### config.mk
export PLATFORM = sky130hd
export DESIGN_NAME = rgbac_cell
export DESIGN_NICKNAME = d
export VERILOG_FILES = /design/src/hdl/rgbac_pkg.sv /design/src/hdl/rgbac_cell.sv
export SDC_FILE = /design/constraint.sdc
export NUM_CORES = 2
export LEC_CHECK = 0
export BUFFER_PORTS_ARGS = -buffer_cell sky130_fd_sc_hd__buf_4
export CORE_ASPECT_RATIO = 0.9
export CORE_UTILIZATION = 52
export CTS_CLUSTER_SIZE = 10
export DETAILED_ROUTE_END_ITERATION = 8
export GPL_TIMING_DRIVEN = 1
export PLACE_DENSITY = 0.73
export SKIP_CTS_REPAIR_TIMING = 1
export SLEW_MARGIN = 20
export SYNTH_ARGS = -nofsm -noshare
export SYNTH_HDL_FRONTEND = slang
export SYNTH_SLANG_ARGS = --single-unit
### constraint.sdc
create_clock -name clk -period 6.05 [get_ports clk]
set_clock_uncertainty 0.05 [all_clocks]
set_input_delay 0.3025 -clock clk [delete_from_list [all_inputs] [get_ports clk]]
set_output_delay 0.3025 -clock clk [all_outputs]
set_load 0.05 [all_outputs]
### src/hdl/rgbac_pkg.sv
// ============================================================================
// RGBA 3x3 convolution package
// Shared types and constants for the streaming 3x3 RGBA filter.
// ============================================================================
package rgbac_pkg;

    // Pixel layout: channel 0 is red, then green, blue, alpha.
    localparam int NUM_CH  = 4;
    localparam int CHAN_W  = 8;
    localparam int COEF_W  = 16;
    localparam int TAPS    = 3;

    // Product of an 8-bit pixel (as a 9-bit signed value) and a 16-bit
    // coefficient, sum of one window column, sum of the whole window.
    localparam int PROD_W  = CHAN_W + 1 + COEF_W;
    localparam int CSUM_W  = PROD_W + 2;
    localparam int TSUM_W  = CSUM_W + 2;

    localparam int POS_W   = 12;
    localparam int CFG_IDX_W  = 3;
    localparam int CFG_DATA_W = 48;
    localparam int DIM_CFG_W  = 13;

    localparam logic [DIM_CFG_W-1:0]  FRAME_WIDTH_RST  = 13'd640;
    localparam logic [DIM_CFG_W-1:0]  FRAME_HEIGHT_RST = 13'd480;
    localparam logic [CFG_DATA_W-1:0] COEF_ROW_RST     = 48'h071C_071C_071C;
    localparam logic [CHAN_W-1:0]     CHAN_MAX         = 8'hFF;

    typedef enum logic [CFG_IDX_W-1:0] {
        REG_FRAME_WIDTH  = 3'd0,
        REG_FRAME_HEIGHT = 3'd1,
        REG_COEF_TOP     = 3'd2,
        REG_COEF_MID     = 3'd3,
        REG_COEF_BOTTOM  = 3'd4
    } cfg_reg_t;

    typedef logic [CHAN_W-1:0]                chan_t;
    typedef chan_t [NUM_CH-1:0]               pixel_t;
    // One window column: index 0 is the top line, 2 the current line.
    typedef pixel_t [TAPS-1:0]                column_t;
    // The three coefficients a column cell uses, top row first.
    typedef logic [TAPS-1:0][COEF_W-1:0]      coef_col_t;
    typedef logic [NUM_CH-1:0][CSUM_W-1:0]    csum_vec_t;

    typedef struct packed {
        logic load;   // shift a new column into the window
        logic adv;    // the arithmetic pipeline moves forward
    } cell_ctl_t;

    typedef struct packed {
        logic              done;
        logic [POS_W-1:0]  row;
        logic [POS_W-1:0]  col;
    } meta_t;

endpackage

### src/hdl/rgbac_cell.sv
// ============================================================================
// Window column cell
// Holds one column of the 3x3 window, passes it to its left neighbor and
// forms the weighted column sum for each channel.
// ============================================================================
module rgbac_cell
    import rgbac_pkg::*;
(
    input  logic      clk,
    input  cell_ctl_t ctl,
    input  column_t   col_in,
    input  coef_col_t coef,
    output column_t   col_out,
    output csum_vec_t sum_out
);

    column_t                                  col_reg;
    logic [TAPS-1:0][NUM_CH-1:0][PROD_W-1:0]  prod_reg;
    logic [TAPS-1:0][NUM_CH-1:0][PROD_W-1:0]  prod_next;
    csum_vec_t                                sum_reg;
    csum_vec_t                                sum_next;

    // Each product takes the pixel as a non-negative signed value. Both
    // operands are extended to the full product width first.
    always_comb
    begin
        for (int y = 0; y < TAPS; y++)
        begin
            for (int ch = 0; ch < NUM_CH; ch++)
            begin
                prod_next[y][ch] = $signed(PROD_W'({1'b0, col_reg[y][ch]})) *
                                   $signed(PROD_W'($signed(coef[y])));
            end
        end
        for (int ch = 0; ch < NUM_CH; ch++)
        begin
            sum_next[ch] = CSUM_W'($signed(prod_reg[0][ch])) +
                           CSUM_W'($signed(prod_reg[1][ch])) +
                           CSUM_W'($signed(prod_reg[2][ch]));
        end
    end

    always_ff @(posedge clk)
    begin
        if (ctl.load)
        begin
            col_reg <= col_in;
        end
        if (ctl.adv)
        begin
            prod_reg <= prod_next;
            sum_reg  <= sum_next;
        end
    end

    assign col_out = col_reg;
    assign sum_out = sum_reg;

endmodule

After elaboration in Yosys (flattened, before gate mapping)
Index checks and enable logic that the tools add are counted.

cells by class
  multiply operators = 12
  add/sub/neg operators = 8

operator list
  kind            number
  $mul 9x16->25   12
  $add 26x25->27  4
  $add 25x25->26  4

word-level totals
  input port bits = 147
  logic and storage cells = 48
  output and inout port bits = 204
  register bits = 504

Longest topological paths before layout
  depth after elaboration = 2
  gate-level depth with buffers = 20
  gate-level depth less buffers = 19

Worst setup path after synthesis
Ideal clock, no wire load.

  kind = flip-flop to flip-flop
  start = register col_reg, in the netlist col_out[40]
  end = register prod_reg[147] in the netlist's numbering, data pin
  required time = 5.742 ns
  path slack = 0.648 ns
  arrival = 5.094 ns
  path buffers = 1
  setup time = 0.258 ns
  clock period less this slack = 5.402 ns
  cell stages (with the launch flop) = 18
  path through = edfxtp_1 > clkbuf_1 > nand2_1 > fa_1 > inv_1 > fa_1 > fa_1 > inv_1 > fa_1 > inv_1 > ha_1 > a2111o_1 > o21ai_1 > a31oi_1 > a221o_1 > a21o_1 > a211oi_1 > nor2_1

RTL lines
  item                    RTL line          text
  from (decl)             rgbac_cell.sv:17  column_t col_reg;
  from (signal assigned)  rgbac_cell.sv:47  col_reg <= col_in;
  to (signal assigned)    rgbac_cell.sv:51  prod_reg <= prod_next;
  to (decl)               rgbac_cell.sv:18  logic [TAPS-1:0][NUM_CH-1:0][PROD_W-1:0] prod_reg;

==> results by group <==
Critical path
  • Setup crit end kind: flop
  • Setup slack, reg-to-reg: approximately 410 ps
  • CP arrival: ~6000 ps
  • Crit path largest cell delay: between 900 and 1000 ps
  • R2R Path End: prod_reg[174]
  • Critical Path Source Type: flop
  • Crit path required time: ~6400 ps
  • Slowest cell on crit path: edfxtp_1
  • Reg2reg path depth: 16
  • Reg-to-Reg Start: col_out[48]
  • CP Cell Sequence: nand2_1 > fa_1 > fa_1 > inv_1 > fa_1 > inv_1 > fa_1 > inv_1 > ha_1 > o21a_1 > o21ai_0 > inv_1 > o211ai_1 > o21ai_1 > o31ai_1 > xnor2_1
  • CP max FO: 17
  • Crit Path Class: reg2reg

Floorplanning
  • Placement row count: 134
  • Core box area: 148000 µm²
  • Initial Utilization: 0.525
  • # IOs: 351
  • Die H: between 300 and 400 µm
  • Die span in x: around 410 µm
  • Die area: between 150000 and 200000 µm²

Min path
  • Hold path depth: 1
  • Hold Path Class: in2reg
  • Hold Path Sink: sum_out[66]
  • Worst Hold Launch: ctl[0]

STA
  • Final period utilization: 0.933
  • Fin. Hold Viols: 0
  • Slew Limit Fails: 0
  • Setup Viol. Count Final: 0
  • Maximum clock rate: ~180 MHz
  • Worst-margin pin slew: around 1100 ps
  • Setup TNS: 0 ps
  • Minimum clock period: between 5000 and 6000 ps
  • Unrepaired setup endpoints after global routing: no
  • Max_slew headroom: 0.265

GRT
  • Number of global-route vias before repair: 57.6k
  • Initial antenna violation count: 20
  • All-Layer GR Usage: 0.278
  • First-pass GRT wire length: roughly 320 mm
  • Total gr overflow: 0
  • Largest net degree at the start of global routing: approximately 170

Clocking
  • Clk_lat worst skew: approximately 700 ps
  • Clock transition at the registers of the reported paths: roughly 60 ps
  • Clk sinks: just over 500
  • TritonCTS clock tree: built
  • CTS Buffer Depth: 3
  • Htree depth: 3
  • Root Buffer: clkbuf_16
  • Total CTS buffers: 69

Placed design
  • IO buf count: 350
  • Final GP Congestion: between 0.9 and 1
  • Detailed Place HPWL: approximately 160 mm

Routing
  • Drt total wl: ~210 mm
  • Via Count: between 50k and 60k
  • Vias per inst: between 5 and 6
  • Routed Antenna Nets: 0
  • # DRC: 48
  • Initial DRC Count: 4449
  • Post-detailed-route wirelength per cell: 20.1 µm
  • Drt pass-1 iters: 8

Logic synthesis
  • Sequential fraction of the synthesis area: 0.194
  • Syn_area_per_cell: roughly 9.8 µm²
  • Top cell type's share of synthesized area: 0.341
  • Leading area contributor after synthesis: fa_1
  • Most common cell in the netlist: inv_1
  • Post-synthesis register bit count: approximately 500
  • Async SR Flop Fraction: 0
  • Mapped cell area: 77900 µm²
  • Synth warn: 0
  • Most frequent cells after synthesis: inv_1, fa_1, and2_1, nand2_1, ha_1
  • Post-synth EDFFs: around 500
  • Synth cell types: 87
  • Cells after Synth: a little under 8k
  • Primary FF master, synth: edfxtp_1
  • Syn nets: roughly 10k
  • Largest cells by area after synthesis: fa_1, edfxtp_1, ha_1, inv_1, and2_1

Run status
  • Run status: finished, violations left
  • Failing checks: DRC

Cells and area
  • Fin nets: between 10k and 15k
  • Layout cells sized above 1: 0.0620
  • Area growth syn-to-layout: 9.56%
  • Largest register FFs: 300

Flow run
  • Maxcap violations: 0
[cell families after synthesis]
logic type,count (synthesis),synth area share
compound gates,891,0.0759
xor+xnor,351,0.0395
fa+ha+maj,2028,0.454
buf+inv,2127,0.103
flops,504,0.194
mux,3,0.000386
simple gates,2055,0.134
[worst max-delay path: cells and delay by family (launching register included)]
family                   cells  cell delay [ps]
AO/OA/AOI/OAI                5             1100
flip-flops                   1              940
XOR/XNOR                     1              110
AND/OR/NAND/NOR              1              270
buffers and inverters        4              260
adder cells (fa/ha/maj)      5             2630
[area by class of cell]
type,count,area (µm²)
inverters,1852,6950
well taps,1972,2470
multi-input cells,5328,54800
repair buffers,480,3870
flip-flops and latches,504,15100
clock buffers,80,1810
fillers,12700,63100
clock inverters,28,327
diodes,1,2.50
[metrics by stage]
step	hold slack [ps]	util	cell area, µm²	setup slack, ps	std cells
6_report	105	0.575	85300	406	10200
2_1_floorplan	351	-	77900	648	7959
4_1_cts	-331	0.569	84400	505	10100
3_3_place_gp	431	0.554	82200	627	10000
5_1_grt	151	0.575	85300	126	10200
3_5_place_dp	432	0.554	82200	529	10000
[layer usage]
layer | track usage | wire length (µm) | part of all wire | vias to the layer above
met5 | 0 | 80 | 0.00039 | -
li1 | - | - | - | 25100
met1 | 0.404 | 90400 | 0.44 | 28300
met2 | 0.423 | 91400 | 0.44 | 2080
met4 | 0.0763 | 5640 | 0.027 | 14
met3 | 0.0551 | 18700 | 0.091 | 305
[placed cells by master, fill, tap and decap left out, drive strengths merged, types with 35 or more instances in the layout]
cell	netlist	routed
inv	1852	1856
fa	1328	1328
and2	861	861
nand2	815	815
ha	700	700
edfxtp	504	504
buf	1	384
a21oi	286	286
xnor2	247	247
nor2	150	150
a21o	147	147
o21ai	137	137
xor2	104	104
dlygate4sd3	0	96
clkbuf	274	80
o21a	60	60
o21bai	48	48
nand3	45	45
nor2b	35	35
[how the worst max path moves through the flow]
stage / start / endpoint / slack (ps) / depth (start not counted)
after floorplan: col_out[40] / prod_reg[147] / 650 / 17
after global placement: col_out[64] / prod_reg[221] / 630 / 16
after detailed placement: col_out[91] / prod_reg[298] / 530 / 17
after CTS: col_out[91] / prod_reg[298] / 500 / 17
after global routing: col_out[11] / prod_reg[43] / 130 / 17
final: col_out[48] / prod_reg[174] / 410 / 16
Power is not shown: default switching activity piles up to over one toggle a cycle in this logic, so the estimate is an artifact.
